$ cat src/rtl/core/light_sensor_i2c_master_top_assert.svh
// Assertion macros for the light sensor I2C master.
// Used by light_sensor_i2c_master_top; needs clk and rst_n in scope.
`ifndef LIGHT_SENSOR_I2C_MASTER_TOP_ASSERT_SVH
`define LIGHT_SENSOR_I2C_MASTER_TOP_ASSERT_SVH

// same-cycle implication
`define LSI_ASSERT_NOW(lbl, ante, cons, msg) \
  lbl: assert property (@(posedge clk) disable iff (!rst_n) (ante) |-> (cons)) \
    else $error(msg);

// next-cycle implication
`define LSI_ASSERT_NEXT(lbl, ante, cons, msg) \
  lbl: assert property (@(posedge clk) disable iff (!rst_n) (ante) |=> (cons)) \
    else $error(msg);

`endif

$ cat src/rtl/core/lsi2c_pkg.sv
// Shared types and constants for the light sensor I2C master.
// No dependencies.
package lsi2c_pkg;

  typedef enum logic [10:0] {
    PH_IDLE  = 11'b000_0000_0001,
    PH_START = 11'b000_0000_0010,
    PH_TXA   = 11'b000_0000_0100,
    PH_RACKA = 11'b000_0000_1000,
    PH_TXC   = 11'b000_0001_0000,
    PH_RACKC = 11'b000_0010_0000,
    PH_RXH   = 11'b000_0100_0000,
    PH_MACKH = 11'b000_1000_0000,
    PH_RXL   = 11'b001_0000_0000,
    PH_MACKL = 11'b010_0000_0000,
    PH_STOP  = 11'b100_0000_0000
  } phase_t;

  typedef enum logic [1:0] {
    MODE_CMD   = 2'd0,
    MODE_READ  = 2'd1,
    MODE_PROBE = 2'd2,
    MODE_NONE  = 2'd3
  } mode_t;

  localparam logic [6:0] DEV_ADDR_RST = 7'd35;
  localparam logic [3:0] BITS_PER_BYTE = 4'd8;
  localparam logic [0:0] REG_DEV_ADDR = 1'b0;

endpackage

$ cat src/rtl/core/light_sensor_i2c_master_top.sv
// Light sensor I2C master: input register, one-tick bus sequencer, result register.
// Depends on lsi2c_pkg and light_sensor_i2c_master_top_assert.svh.
//
// Usage: every item on in_ is one bus delay tick. in_tuser carries the
// request flag and the transaction mode (command, read count, probe);
// in_tdata carries the command byte and the SDA level sampled on this tick.
// For each item the block returns exactly one item on out_ with the SCL and
// SDA drive levels, busy, done, ack status and the last light count read.
// A request is taken only while no transaction runs; mode 3 is ignored.
// The slave address comes from the APB register at byte address 0 and is
// loaded into the shift register at the end of the start condition.
// Flow: an accepted item is registered in the input register, stepped once
// through the sequencer and registered in the result register. Throughput:
// one item per cycle while out_tready is high, set by the single-tick
// sequencer step between the two registers. When out_tready is low the
// result register holds, the input register still takes one item, and
// in_tready drops after that.
// Reset (synchronous, rst_n low) empties both registers, puts the sequencer
// in idle with both lines released, and sets the address to 35.
module light_sensor_i2c_master_top (
  input  logic        clk,
  input  logic        rst_n,
  input  logic        in_tvalid,
  output logic        in_tready,
  input  logic [15:0] in_tdata,   // command_byte[7:0], sda_sample[8], zero[15:9]
  input  logic [2:0]  in_tuser,   // request_valid[0], mode[2:1]
  output logic        out_tvalid,
  input  logic        out_tready,
  output logic [23:0] out_tdata,  // scl_level[0], sda_level[1], busy_res[2],
                                  // done_res[3], status[4], light_count[20:5], zero[23:21]
  input  logic        cfg_psel,
  input  logic        cfg_penable,
  input  logic        cfg_pwrite,
  input  logic [2:0]  cfg_paddr,
  input  logic [31:0] cfg_pwdata,
  output logic [31:0] cfg_prdata,
  output logic        cfg_pready
);

  logic [6:0] dev_addr_r;

  logic       s1_valid_r;
  logic       s1_req_r;
  logic [1:0] s1_mode_r;
  logic [7:0] s1_cmd_r;
  logic       s1_sda_r;

  logic        out_valid_r;
  logic [20:0] out_data_r;

  lsi2c_pkg::phase_t phase_r, phase_nxt;
  logic [1:0]  tick_r, tick_nxt;
  logic [3:0]  bit_cnt_r, bit_cnt_nxt;
  logic [7:0]  shift_r, shift_nxt;
  logic [1:0]  mode_r, mode_nxt;
  logic [7:0]  held_r, held_nxt;
  logic [15:0] count_r, count_nxt;
  logic        status_r, status_nxt;
  logic        sda_hold_r, sda_hold_nxt;
  logic        scl_o, sda_o, busy_o, done_o;

  logic advance;
  logic in_fire;
  logic cfg_wr;

  assign cfg_pready = 1'b1;
  assign cfg_wr     = cfg_psel && cfg_penable && cfg_pwrite
                      && (cfg_paddr[2] == lsi2c_pkg::REG_DEV_ADDR);
  assign cfg_prdata = (cfg_paddr[2] == lsi2c_pkg::REG_DEV_ADDR) ? {25'd0, dev_addr_r} : 32'd0;

  assign advance   = s1_valid_r && (!out_valid_r || out_tready);
  assign in_tready = !s1_valid_r || advance;
  assign in_fire   = in_tvalid && in_tready;

  assign out_tvalid = out_valid_r;
  assign out_tdata  = {3'd0, out_data_r};

  always_ff @(posedge clk) begin
    if (!rst_n) begin
      dev_addr_r <= lsi2c_pkg::DEV_ADDR_RST;
    end else if (cfg_wr) begin
      dev_addr_r <= cfg_pwdata[6:0];
    end
  end

  always_ff @(posedge clk) begin
    if (!rst_n) begin
      s1_valid_r <= 1'b0;
    end else if (in_tready) begin
      s1_valid_r <= in_tvalid;
    end
  end

  always_ff @(posedge clk) begin
    if (in_fire) begin
      s1_req_r  <= in_tuser[0];
      s1_mode_r <= in_tuser[2:1];
      s1_cmd_r  <= in_tdata[7:0];
      s1_sda_r  <= in_tdata[8];
    end
  end

  always_comb begin
    logic idle;
    phase_nxt    = phase_r;
    tick_nxt     = tick_r;
    bit_cnt_nxt  = bit_cnt_r;
    shift_nxt    = shift_r;
    mode_nxt     = mode_r;
    held_nxt     = held_r;
    count_nxt    = count_r;
    status_nxt   = status_r;
    scl_o        = 1'b1;
    sda_o        = 1'b1;
    busy_o       = 1'b1;
    done_o       = 1'b0;

    idle = !(phase_r inside {lsi2c_pkg::PH_START, lsi2c_pkg::PH_TXA, lsi2c_pkg::PH_RACKA,
                             lsi2c_pkg::PH_TXC, lsi2c_pkg::PH_RACKC, lsi2c_pkg::PH_RXH,
                             lsi2c_pkg::PH_MACKH, lsi2c_pkg::PH_RXL, lsi2c_pkg::PH_MACKL,
                             lsi2c_pkg::PH_STOP});
    if (idle) begin
      phase_nxt = lsi2c_pkg::PH_IDLE;
      if (s1_req_r && (s1_mode_r != lsi2c_pkg::MODE_NONE)) begin
        mode_nxt   = s1_mode_r;
        held_nxt   = s1_cmd_r;
        status_nxt = 1'b0;
        phase_nxt  = lsi2c_pkg::PH_START;
        tick_nxt   = 2'd0;
      end else begin
        busy_o = 1'b0;
      end
    end

    unique case (phase_nxt)
      lsi2c_pkg::PH_START: begin
        if (tick_nxt == 2'd0) begin
          tick_nxt = 2'd1;
        end else begin
          sda_o       = 1'b0;
          shift_nxt   = {dev_addr_r, (mode_nxt == lsi2c_pkg::MODE_READ)};
          bit_cnt_nxt = 4'd0;
          tick_nxt    = 2'd0;
          phase_nxt   = lsi2c_pkg::PH_TXA;
        end
      end
      lsi2c_pkg::PH_TXA, lsi2c_pkg::PH_TXC: begin
        if (bit_cnt_nxt >= lsi2c_pkg::BITS_PER_BYTE) begin
          scl_o     = 1'b0;
          sda_o     = sda_hold_r;
          tick_nxt  = 2'd0;
          phase_nxt = (phase_nxt == lsi2c_pkg::PH_TXA) ? lsi2c_pkg::PH_RACKA
                                                       : lsi2c_pkg::PH_RACKC;
        end else if (tick_nxt == 2'd0) begin
          scl_o    = 1'b0;
          sda_o    = sda_hold_r;
          tick_nxt = 2'd1;
        end else begin
          sda_o = shift_nxt[7];
          if (tick_nxt == 2'd1) begin
            scl_o    = 1'b0;
            tick_nxt = 2'd2;
          end else begin
            shift_nxt   = {shift_nxt[6:0], 1'b0};
            bit_cnt_nxt = bit_cnt_nxt + 4'd1;
            tick_nxt    = 2'd0;
          end
        end
      end
      lsi2c_pkg::PH_RACKA, lsi2c_pkg::PH_RACKC: begin
        if (tick_nxt == 2'd0) begin
          scl_o    = 1'b0;
          tick_nxt = 2'd1;
        end else if (tick_nxt == 2'd1) begin
          if (s1_sda_r) begin
            status_nxt = 1'b1;
          end
          tick_nxt = 2'd2;
        end else begin
          scl_o       = 1'b0;
          tick_nxt    = 2'd0;
          bit_cnt_nxt = 4'd0;
          if (status_nxt || (phase_nxt == lsi2c_pkg::PH_RACKC)
              || (mode_nxt == lsi2c_pkg::MODE_PROBE)) begin
            phase_nxt = lsi2c_pkg::PH_STOP;
          end else if (mode_nxt == lsi2c_pkg::MODE_CMD) begin
            shift_nxt = held_nxt;
            phase_nxt = lsi2c_pkg::PH_TXC;
          end else begin
            shift_nxt = 8'd0;
            phase_nxt = lsi2c_pkg::PH_RXH;
          end
        end
      end
      lsi2c_pkg::PH_RXH, lsi2c_pkg::PH_RXL: begin
        if (bit_cnt_nxt >= lsi2c_pkg::BITS_PER_BYTE) begin
          scl_o     = 1'b0;
          tick_nxt  = 2'd0;
          phase_nxt = (phase_nxt == lsi2c_pkg::PH_RXH) ? lsi2c_pkg::PH_MACKH
                                                       : lsi2c_pkg::PH_MACKL;
        end else if (tick_nxt == 2'd0) begin
          scl_o    = 1'b0;
          tick_nxt = 2'd1;
        end else begin
          shift_nxt   = {shift_nxt[6:0], s1_sda_r};
          bit_cnt_nxt = bit_cnt_nxt + 4'd1;
          tick_nxt    = 2'd0;
        end
      end
      lsi2c_pkg::PH_MACKH, lsi2c_pkg::PH_MACKL: begin
        if (tick_nxt == 2'd0) begin
          scl_o    = 1'b0;
          sda_o    = sda_hold_r;
          tick_nxt = 2'd1;
        end else if (tick_nxt == 2'd1) begin
          scl_o    = 1'b0;
          sda_o    = (phase_nxt == lsi2c_pkg::PH_MACKL);
          tick_nxt = 2'd2;
        end else if (tick_nxt == 2'd2) begin
          sda_o    = (phase_nxt == lsi2c_pkg::PH_MACKL);
          tick_nxt = 2'd3;
        end else begin
          scl_o       = 1'b0;
          tick_nxt    = 2'd0;
          bit_cnt_nxt = 4'd0;
          if (phase_nxt == lsi2c_pkg::PH_MACKL) begin
            count_nxt = {held_nxt, shift_nxt};
            phase_nxt = lsi2c_pkg::PH_STOP;
          end else begin
            held_nxt  = shift_nxt;
            shift_nxt = 8'd0;
            phase_nxt = lsi2c_pkg::PH_RXL;
          end
        end
      end
      lsi2c_pkg::PH_STOP: begin
        if (tick_nxt == 2'd0) begin
          scl_o    = 1'b0;
          sda_o    = 1'b0;
          tick_nxt = 2'd1;
        end else if (tick_nxt == 2'd1) begin
          sda_o    = 1'b0;
          tick_nxt = 2'd2;
        end else begin
          done_o    = 1'b1;
          tick_nxt  = 2'd0;
          phase_nxt = lsi2c_pkg::PH_IDLE;
        end
      end
      default: begin
      end
    endcase

    sda_hold_nxt = sda_o;
  end

  always_ff @(posedge clk) begin
    if (!rst_n) begin
      phase_r    <= lsi2c_pkg::PH_IDLE;
      tick_r     <= 2'd0;
      bit_cnt_r  <= 4'd0;
      shift_r    <= 8'd0;
      mode_r     <= lsi2c_pkg::MODE_CMD;
      held_r     <= 8'd0;
      count_r    <= 16'd0;
      status_r   <= 1'b0;
      sda_hold_r <= 1'b1;
    end else if (advance) begin
      phase_r    <= phase_nxt;
      tick_r     <= tick_nxt;
      bit_cnt_r  <= bit_cnt_nxt;
      shift_r    <= shift_nxt;
      mode_r     <= mode_nxt;
      held_r     <= held_nxt;
      count_r    <= count_nxt;
      status_r   <= status_nxt;
      sda_hold_r <= sda_hold_nxt;
    end
  end

  always_ff @(posedge clk) begin
    if (!rst_n) begin
      out_valid_r <= 1'b0;
    end else if (advance) begin
      out_valid_r <= 1'b1;
    end else if (out_tready) begin
      out_valid_r <= 1'b0;
    end
  end

  always_ff @(posedge clk) begin
    if (advance) begin
      out_data_r <= {count_nxt, status_nxt, done_o, busy_o, sda_o, scl_o};
    end
  end

`include "light_sensor_i2c_master_top_assert.svh"

  `LSI_ASSERT_NOW(a_done_busy, out_tvalid && out_tdata[3], out_tdata[2], "done without busy")
  `LSI_ASSERT_NOW(a_idle_released, out_tvalid && !out_tdata[2], &out_tdata[1:0], "idle pins driven")
  `LSI_ASSERT_NOW(a_bit_cnt_range, 1'b1, bit_cnt_r <= lsi2c_pkg::BITS_PER_BYTE, "bit count overrun")
  `LSI_ASSERT_NEXT(a_s1_hold, s1_valid_r && !advance, s1_valid_r, "input item dropped")

endmodule
$ cat config.mk
export PLATFORM = sky130hd
export DESIGN_NAME = light_sensor_i2c_master_top
export DESIGN_NICKNAME = d
export VERILOG_FILES = /design/src/rtl/core/lsi2c_pkg.sv /design/src/rtl/core/light_sensor_i2c_master_top.sv
export VERILOG_INCLUDE_DIRS = /design/src /design/src/rtl/core
export SDC_FILE = /design/constraint.sdc
export NUM_CORES = 1
export LEC_CHECK = 0
export ABC_CLOCK_PERIOD_IN_PS = 3500
export BUFFER_PORTS_ARGS = -buffer_cell sky130_fd_sc_hd__buf_2
export CAP_MARGIN = 20
export CORE_MARGIN = 5
export CORE_UTILIZATION = 45
export CTS_BUF_LIST = sky130_fd_sc_hd__clkbuf_2
export DETAILED_ROUTE_END_ITERATION = 8
export PLACE_DENSITY_LB_ADDON = 0.1
export SYNTH_ARGS = -nofsm -noshare
export SYNTH_HDL_FRONTEND = slang
export SYNTH_SLANG_ARGS = --single-unit
$ cat constraint.sdc
create_clock -name clk -period 3.5 [get_ports clk]
set_clock_uncertainty 0.05 [all_clocks]
set_input_delay 0.525 -clock clk [delete_from_list [all_inputs] [get_ports clk]]
set_output_delay 0.525 -clock clk [all_outputs]
set_load 0.05 [all_outputs]
==> results.sh, run 1 <==
export IMPL_drc=0
export IMPL_io_buffers=56
export IMPL_p_comb_share_pct=20.0
export IMPL_leakage_nw=2.679
export IMPL_ys_ff_latch=95
export IMPL_cts_buffer_depth=2
export IMPL_chipWidth_um=116.5
export IMPL_path_cells="or4_4, or4_4, and3_4, nand2_4, nand2_4, inv_1, ha_4, buf_4, a21oi_1, o211ai_1, a221oi_2, and3_1, buf_6, a211oi_1"
export IMPL_gr_usage_met1_pct=31.78
export IMPL_numClockSinks=95
export IMPL_cp_slowest_cell="or4_4"
export IMPL_clockPowerShare_pct=28.0
export IMPL_yosysTopAreaCellShare_pct=24.30
export IMPL_antenna_found_initial=0
export IMPL_cts_tree="yes"
export IMPL_netSwitchingPower_mw=0.7660
export IMPL_wl_um=14920
export IMPL_syn_inst=530
export IMPL_worstMarginPinSlew_ps=831.1
export IMPL_clockRootBuffer="clkbuf_2"
export IMPL_power_frac_seq_pct=52.0
export IMPL_antenna_left=0
export IMPL_avgSynthCellArea_um2=9.637
export IMPL_cp_arrival_ps=3900
export IMPL_dieArea_um2=13580
export IMPL_fin_tns_setup_ps=0
export IMPL_post_drt_wl_per_cell_um=19.18
export IMPL_ff_latch_area_um2=2235
export IMPL_synth_common_cells="62 x dfxtp_1, 33 x a21oi_1, 33 x edfxtp_1"
export IMPL_hold_viol=0
export IMPL_fin_nets=698
export IMPL_coreArea_um2=11270
export IMPL_start_util_pct=45.31
export IMPL_slew_violations=0
export IMPL_yosys_cell_count_top_type="dfxtp_1"
export IMPL_syn_to_final_growth_pct=20.43
export IMPL_grt_pass1_wl_um=22760
export IMPL_grt_use_met2_pct=32.15
export IMPL_syn_area_um2=5107
export IMPL_grt_pass1_vias=4149
export IMPL_antenna_cells=0
export IMPL_critPathLaunchType="flip-flop"
export IMPL_yosysWarnings=0
export IMPL_slowest_delay_ps=560
export IMPL_seq_area_frac_synth_pct=43.70
export IMPL_grt_max_degree=39
export IMPL_power_density_nw_per_um2=388.0
export IMPL_fin_crit_ps=3402
export IMPL_whs_path_depth=3
export IMPL_cts_inserted_buffers=9
export IMPL_hold_class="in2reg"
export IMPL_synth_cell_types=70
export IMPL_rsz0062_at_grt="yes"
export IMPL_fin_crit_sh_pct=97.20
export IMPL_cap_violations=0
export IMPL_gp_congestion=0.9039
export IMPL_insertion_delay_ps=630
export IMPL_grtUsageMet3_pct=4.715
export IMPL_fin_hold_ws_ps=56.60
export IMPL_ys_flop_type="dfxtp_1"
export IMPL_num_rows=39
export IMPL_synth_area_leaders="dfxtp_1 24%, edfxtp_1 19%, buf_4 4.3%, o211a_1 3.3%, a21oi_1 3.2%"
export IMPL_die_h_um=116.5
export IMPL_cp_max_fo=7
export IMPL_max_slew_margin_pct=44.39
export IMPL_drt_iter0_markers=391
export IMPL_final_fill_count=1034
export IMPL_path_clk_slew_ps=270
export IMPL_intPower_mw=1.621
export IMPL_vias=4576
export IMPL_overflow=0
export IMPL_ios=120
export IMPL_path_class="reg2reg"
export IMPL_grt_usage_pct=21.88
export IMPL_required_ps=3990
export IMPL_drt_pass1_iterations=7
export IMPL_top_usage_layer="met2"
export IMPL_yosysTopAreaCell="dfxtp_1"
export IMPL_max_freq_ghz=0.2939
export IMPL_setup_violations=0
export IMPL_status="finished clean"
export IMPL_drive_gt1_share_pct=27.72
export IMPL_endpoint_kind="flip-flop"
export IMPL_synth_edf_count=33
export IMPL_dpl_hpwl_um=10600
export IMPL_multi_input_area_um2=2674
export IMPL_final_core_util_pct=54.57
export IMPL_ir_drop_mv=0.2921
export IMPL_async_reset_ff_share_pct=0
export IMPL_reg2reg_depth=14
export IMPL_vias_per_cell=5.882
export IMPL_htree_num_levels=3
export IMPL_p_sw_share_pct=32.09
[power by group through the flow]
stage	sequential, mW	clock (mW)	combinational [mW]
2_1_floorplan	1.29	0	0.305
3_3_place_gp	1.26	0	0.440
3_5_place_dp	1.26	0	0.448
4_1_cts	1.24	0.683	0.466
5_1_grt	1.25	0.736	0.511
6_report	1.24	0.668	0.478
[layout by cell type, fill, tap and decap left out, drive strengths merged, types with 8 or more instances in the layout]
master	count
inv	19
a31oi	14
mux2	16
nor2	26
mux2i	10
o21ai	31
dlygate4sd3	12
buf	114
nor3	14
a211oi	9
a21oi	33
clkbuf	9
dfxtp	62
edfxtp	33
nand2	27
o211a	17
o22ai	10
conb	29
o31ai	8
nor2b	13
nand2b	19
[through the flow]
| step | instance area [um2] | total power, mW | setup slack (ps) | instances |
|---|---|---|---|---|
| global placement | 5743 | 1.699 | -61.58 | 747 |
| detailed placement | 5743 | 1.708 | -38.01 | 747 |
| finish | 6151 | 2.387 | 97.88 | 778 |
| global route | 6151 | 2.494 | -11.97 | 778 |
| floorplan | 5236 | 1.599 | 8.743 | 557 |
| CTS | 6073 | 2.387 | -7.396 | 776 |
[cell families after synthesis]
| family | after synthesis | share of synthesized area [%] |
|---|---|---|
| compound gates | 165 | 22.49 |
| xor+xnor | 5 | 0.8576 |
| simple gates | 151 | 16.63 |
| flops | 95 | 43.70 |
| fa+ha+maj | 7 | 1.715 |
| other cells | 2 | 0.1470 |
| buf+inv | 79 | 8.378 |
| mux | 26 | 6.076 |
[repair_timing]
action | in CTS | in global routing
resized for setup | 12 | 16
endpoints found under the setup margin | 31 | 28
hold endpoints to repair | 12 | 0
gates cloned | 1 | 0
pin swaps | 1 | 13
buffers inserted | 0 | 2
hold buffers | 12 | 0
[layer usage]
| layer | part of all wire [%] | vias up |
|---|---|---|
| li1 | - | 2143 |
| met1 | 45 | 2178 |
| met2 | 44 | 233 |
| met3 | 9.4 | 22 |
| met4 | 2.0 | 0 |
| met5 | 0 | - |
[flip-flops by register name (all words and copies together), names as in the netlist]
name        count
status_r        1
s1_sda_r        1
out_tvalid      1
phase_r        11
count_r        16
s1_mode_r       2
mode_r          2
tick_r          2
held_r          8
shift_r         8
sda_hold_r      1
s1_req_r        1
dev_addr_r      7
s1_valid_r      1
out_data_r     21
s1_cmd_r        8
bit_cnt_r       4
[final timing paths]
| path | start | end | slack (ps) |
|---|---|---|---|
| worst min register to register | bit_cnt_r[2]$_SDFFE_PN0P_ | bit_cnt_r[2]$_SDFFE_PN0P_ | 460 |
| worst max-delay path | phase_r[2]$_SDFFE_PN0P_ | shift_r[6]$_SDFFE_PN0P_ | 100 |
| worst min-delay path | cfg_pwdata[5] | dev_addr_r[5]$_SDFFE_PN1P_ | 60 |
| worst max register to register | phase_r[2]$_SDFFE_PN0P_ | shift_r[6]$_SDFFE_PN0P_ | 100 |
[critical path, delay by kind of cell (launching register included)]
| family | cells | cell delay, ps |
|---|---|---|
| adders and majority gates | 1 | 190 |
| AOI/OAI and AO/OA | 4 | 630 |
| DFF | 1 | 380 |
| and+or+nand+nor | 6 | 1650 |
| buffers and inverters | 3 | 430 |
[layout make-up]
type	count	share of cell area (%)
Clock buffer	9	0.7323
Clock inverter	7	1.729
Inverter	15	0.9154
Multi-Input combinational cell	383	43.47
Sequential cell	95	36.33
Tap cell	143	2.909
Timing Repair Buffer	126	13.91
Power figures use the tool's default switching activity.
==> run 2: changes to the inputs <==
GPL_ROUTABILITY_DRIVEN = 0   (was unset)
REMOVE_ABC_BUFFERS = 1   (was unset)
==> results.sh, run 2 (same netlist as run 1, synthesis figures left out) <==
export IMPL_cts_inserted_buffers=9
export IMPL_die_h_um=116.5
export IMPL_post_dp_cell_area_um2=5634
export IMPL_hold_class="in2reg"
export IMPL_overflow=0
export IMPL_endpoint_kind="flip-flop"
export IMPL_worst_slack_ps=-24.18
export IMPL_num_rows=39
export IMPL_final_core_util_pct=53.09
export IMPL_setup_violations=4
export IMPL_final_common_cell="dfxtp_1"
export IMPL_io_buffers=56
export IMPL_vias_per_cell=5.968
export IMPL_total_power_mw=2.301
export IMPL_ir_drop_mv=0.2714
export IMPL_clockRootBuffer="clkbuf_2"
export IMPL_cts_buffer_depth=2
export IMPL_antenna_cells=0
export IMPL_r2r_end="shift_r[4]$_SDFFE_PN0P_"
export IMPL_grt_pass1_wl_um=22240
export IMPL_drive_gt1_share_pct=26.54
export IMPL_wl_um=14510
export IMPL_fin_crit_ps=3524
export IMPL_drc=0
export IMPL_reg2reg_depth=13
export IMPL_whs_path_depth=1
export IMPL_required_ps=3920
export IMPL_final_cell_area_um2=5984
export IMPL_drt_iter0_markers=531
export IMPL_dpl_hpwl_um=10210
export IMPL_most_common_layout_cells="59 x dfxtp_1, 56 x buf_2, 43 x buf_4"
export IMPL_numClockSinks=95
export IMPL_start_util_pct=45.31
export IMPL_slew_violations=0
export IMPL_regToRegSetupSlack_ps=-20
export IMPL_largest_reg_flops=21
export IMPL_worstMarginPinSlew_ps=979.5
export IMPL_min_to="s1_cmd_r[7]$_DFFE_PP_"
export IMPL_leakage_nw=2.586
export IMPL_fin_hold_ws_ps=73.73
export IMPL_vias=4542
export IMPL_stdcell_count=761
export IMPL_fin_crit_sh_pct=100.7
export IMPL_critPathLaunchType="flip-flop"
export IMPL_insertion_delay_ps=600
export IMPL_max_freq_ghz=0.2838
export IMPL_fin_tns_setup_ps=-63.85
export IMPL_r2r_start="phase_r[8]$_SDFFE_PN0P_"
export IMPL_fin_nets=681
export IMPL_min_from="in_tdata[7]"
export IMPL_violations="negative setup slack"
export IMPL_dieArea_um2=13580
export IMPL_dp_cells=735
export IMPL_ios=120
export IMPL_post_drt_wl_per_cell_um=19.06
export IMPL_power_density_nw_per_um2=384.5
export IMPL_place_ws_ps=-219.9
export IMPL_syn_to_final_growth_pct=17.17
export IMPL_rsz0062_at_grt="yes"
export IMPL_coreArea_um2=11270
export IMPL_cts_tree="yes"
export IMPL_cp_max_fo=8
export IMPL_antenna_found_initial=0
export IMPL_hold_viol=0
export IMPL_status="complete, but fails checks"
export IMPL_path_clk_slew_ps=330
export IMPL_htree_num_levels=3
export IMPL_grt_usage_pct=21.09
export IMPL_top_regs="out_data_r x21, count_r x16, phase_r x11"
export IMPL_max_slew_margin_pct=34.30
export IMPL_antenna_left=0
export IMPL_regMostFlops="out_data_r"
export IMPL_chipWidth_um=116.5
export IMPL_grt_pass1_vias=4193
export IMPL_drt_pass1_iterations=5
export IMPL_cap_violations=0
export IMPL_path_class="reg2reg"
export IMPL_cp_arrival_ps=3950
export IMPL_grt_max_degree=47
[run 2: changes by cell type in the layout (fill, tap and decap cells not counted), moves of 2 or more]
cell	before	now
a211oi_1	6	8
a211oi_2	3	1
a31oi_4	0	2
buf_4	55	43
clkinvlp_4	0	2
dlygate4sd3_1	12	8
inv_6	4	1
[run 2: worst max path at each step]
stage | slack [ps] | startpoint | end | cells past startpoint
global route | -130 | phase_r[8]$_SDFFE_PN0P_ | shift_r[2]$_SDFFE_PN0P_ | 13
floorplan | -590 | phase_r[4]$_SDFFE_PN0P_ | shift_r[0]$_SDFFE_PN0P_ | 13
CTS | 7 | phase_r[4]$_SDFFE_PN0P_ | shift_r[2]$_SDFFE_PN0P_ | 14
global placement | -170 | phase_r[4]$_SDFFE_PN0P_ | shift_r[0]$_SDFFE_PN0P_ | 14
finish | -20 | phase_r[8]$_SDFFE_PN0P_ | shift_r[4]$_SDFFE_PN0P_ | 13
detailed placement | -220 | phase_r[4]$_SDFFE_PN0P_ | shift_r[0]$_SDFFE_PN0P_ | 14
[run 2: area by class of cell]
cell class	count	area (um2)
clock inverter	6	76.32
tap	143	178.9
sequential	95	2236
clock buffer	10	50.05
inverter	15	56.30
multi-input combinational	383	2673
timing repair buffer	109	714.4
fill	1070	5288
[run 2: metal layers]
| metal | global-route usage, % | up-vias | part of all wire [%] |
|---|---|---|---|
| li1 | - | 2103 | - |
| met1 | 30.39 | 2159 | 44 |
| met2 | 31.77 | 245 | 44 |
| met3 | 4.145 | 35 | 9.5 |
| met4 | 7.034 | 0 | 2.1 |
| met5 | 0 | - | 0 |
[run 2: power breakdown]
part	internal [mW]	switching (mW)
sequential	1.20	0.0367
clock	0.181	0.416
combinational	0.153	0.311
total	1.54	0.764
[run 2: repair_timing]
action                                 in CTS  in global routing
endpoints found under the hold margin       0                  8
pin swaps                                   5                 13
hold buffers                                0                  8
buffers inserted                            1                  1
gates resized for setup                    17                 13
setup endpoints to repair                  49                 28
[run 2: critical path, stage by stage (launching register included)]
cell and delay, ps:
dfxtp_1 400, or4_4 550, or4_4 530, and3_4 180, nand2_4 90, nand2_4 70, ha_4 190, o21a_1 160
o21ai_1 140, o211ai_1 180, a221oi_2 300, buf_4 250, a31oi_1 100, a211oi_1 200
==> run 3: changes to the inputs <==
REMOVE_ABC_BUFFERS = unset   (was 1)
SKIP_LAST_GASP = 1   (was unset)
==> results.sh, run 3 (same netlist as run 1, synthesis figures left out) <==
export IMPL_cts_tree="yes"
export IMPL_post_drt_wl_per_cell_um=18.46
export IMPL_hold_viol=0
export IMPL_numClockSinks=95
export IMPL_largest_reg_flops=21
export IMPL_syn_to_final_growth_pct=16.32
export IMPL_leakage_nw=2.572
export IMPL_num_rows=39
export IMPL_setup_violations=0
export IMPL_clockRootBuffer="clkbuf_2"
export IMPL_most_common_layout_cells="60 x dfxtp_1, 56 x buf_2, 48 x buf_4"
export IMPL_worstMarginPinSlew_ps=866.3
export IMPL_dpl_hpwl_um=10030
export IMPL_hold_class="in2reg"
export IMPL_fin_tns_setup_ps=0
export IMPL_slowest_delay_ps=560
export IMPL_rsz0062_at_grt="yes"
export IMPL_slew_violations=0
export IMPL_worst_slack_ps=77.82
export IMPL_cpMostUsedCell="buf_4"
export IMPL_grt_max_degree=41
export IMPL_power_density_nw_per_um2=378.9
export IMPL_ir_drop_mv=0.2620
export IMPL_grt_pass1_wl_um=21510
export IMPL_chipWidth_um=116.5
export IMPL_cts_inserted_buffers=9
export IMPL_drt_pass1_iterations=6
export IMPL_htree_num_levels=3
export IMPL_antenna_left=0
export IMPL_grt_usage_pct=20.41
export IMPL_cp_max_fo=7
export IMPL_dieArea_um2=13580
export IMPL_final_common_cell="dfxtp_1"
export IMPL_critPathLaunchType="flip-flop"
export IMPL_grt_pass1_vias=3995
export IMPL_insertion_delay_ps=560
export IMPL_cp_arrival_ps=3850
export IMPL_required_ps=3930
export IMPL_drive_gt1_share_pct=27.39
export IMPL_final_core_util_pct=52.70
export IMPL_path_clk_slew_ps=240
export IMPL_die_h_um=116.5
export IMPL_io_buffers=56
export IMPL_cts_buffer_depth=2
export IMPL_path_cells="or4_4, or4_4, and3_4, nand2_4, nand2_4, buf_4, inv_2, ha_4, buf_4, a21oi_2, o211ai_1, a221oi_2, and3_1, buf_4, a211oi_1"
export IMPL_drc=0
export IMPL_drt_iter0_markers=592
export IMPL_status="finished clean"
export IMPL_fin_hold_ws_ps=76.87
export IMPL_antenna_found_initial=0
export IMPL_postCtsSetupRepairBufs=0
export IMPL_fin_crit_ps=3422
export IMPL_max_freq_ghz=0.2922
export IMPL_fin_nets=680
export IMPL_cap_violations=0
export IMPL_endpoint_kind="flip-flop"
export IMPL_max_slew_margin_pct=42.03
export IMPL_vias_per_cell=5.872
export IMPL_start_util_pct=45.31
export IMPL_overflow=0
export IMPL_fin_crit_sh_pct=97.78
export IMPL_total_power_mw=2.251
export IMPL_place_ws_ps=33.82
export IMPL_path_class="reg2reg"
export IMPL_final_fill_count=1030
export IMPL_coreArea_um2=11270
export IMPL_wl_um=14030
export IMPL_ios=120
export IMPL_regMostFlops="out_data_r"
export IMPL_cp_slowest_cell="or4_4"
export IMPL_antenna_cells=0
export IMPL_vias=4463
export IMPL_top_regs="out_data_r x21, count_r x16, phase_r x11"
[run 3: cell type report]
class                      count  area, um2  area share [%]
multi-input combinational    383       2666           44.88
sequential                    95       2235           37.62
timing repair buffer         108      690.7           11.63
tap                          143      178.9           3.012
clock inverter                 5      58.81          0.9899
inverter                      15      56.30          0.9478
clock buffer                  11      55.05          0.9267
[run 3: through the flow]
step / instances / cell area, um2
final: 760 / 5941
after floorplan: 557 / 5236
after global routing: 760 / 5941
after detailed placement: 740 / 5690
after global placement: 740 / 5690
after CTS: 757 / 5833
[run 3: what timing repair did]
action / CTS / global route
hold buffers: 0 / 3
pin swaps: 1 / 7
endpoints found under the hold margin: 0 / 3
gates resized for setup: 6 / 20
setup endpoints to repair: 5 / 49
gates cloned: 1 / 0
[run 3: where the power goes]
part / leakage (nW) / internal, mW / switching [mW]
combinational: 1.67 / 0.154 / 0.309
sequential: 0.820 / 1.20 / 0.0370
clock: 0.0768 / 0.175 / 0.374
[run 3: worst max-delay path, delay by kind of cell (launching register included)]
family                     cells  cell delay, ps
AOI/OAI and AO/OA              4             610
adders and majority gates      1             160
buffers and inverters          4             530
DFF                            1             370
and+or+nand+nor                6            1630
[run 3: worst paths after layout]
kind | slack (ps) | endpoint | cells past startpoint | start
worst max-delay path | 80 | shift_r[1]$_SDFFE_PN0P_ | 15 | phase_r[2]$_SDFFE_PN0P_
worst min-delay path | 80 | s1_cmd_r[4]$_DFFE_PP_ | 1 | in_tdata[4]
worst max register to register | 80 | shift_r[1]$_SDFFE_PN0P_ | 15 | phase_r[2]$_SDFFE_PN0P_
worst min register to register | 450 | bit_cnt_r[2]$_SDFFE_PN0P_ | 2 | bit_cnt_r[2]$_SDFFE_PN0P_
[run 3: metal layers]
metal / part of all wire [%] / wire [um] / track usage (%) / vias up
met3: 10 / 1451 / 4.404 / 29
met5: 0 / 0 / 0 / -
met1: 44 / 6191 / 29.92 / 2103
met4: 1.7 / 244 / 6.728 / 0
li1: - / - / - / 2101
met2: 44 / 6142 / 29.86 / 230
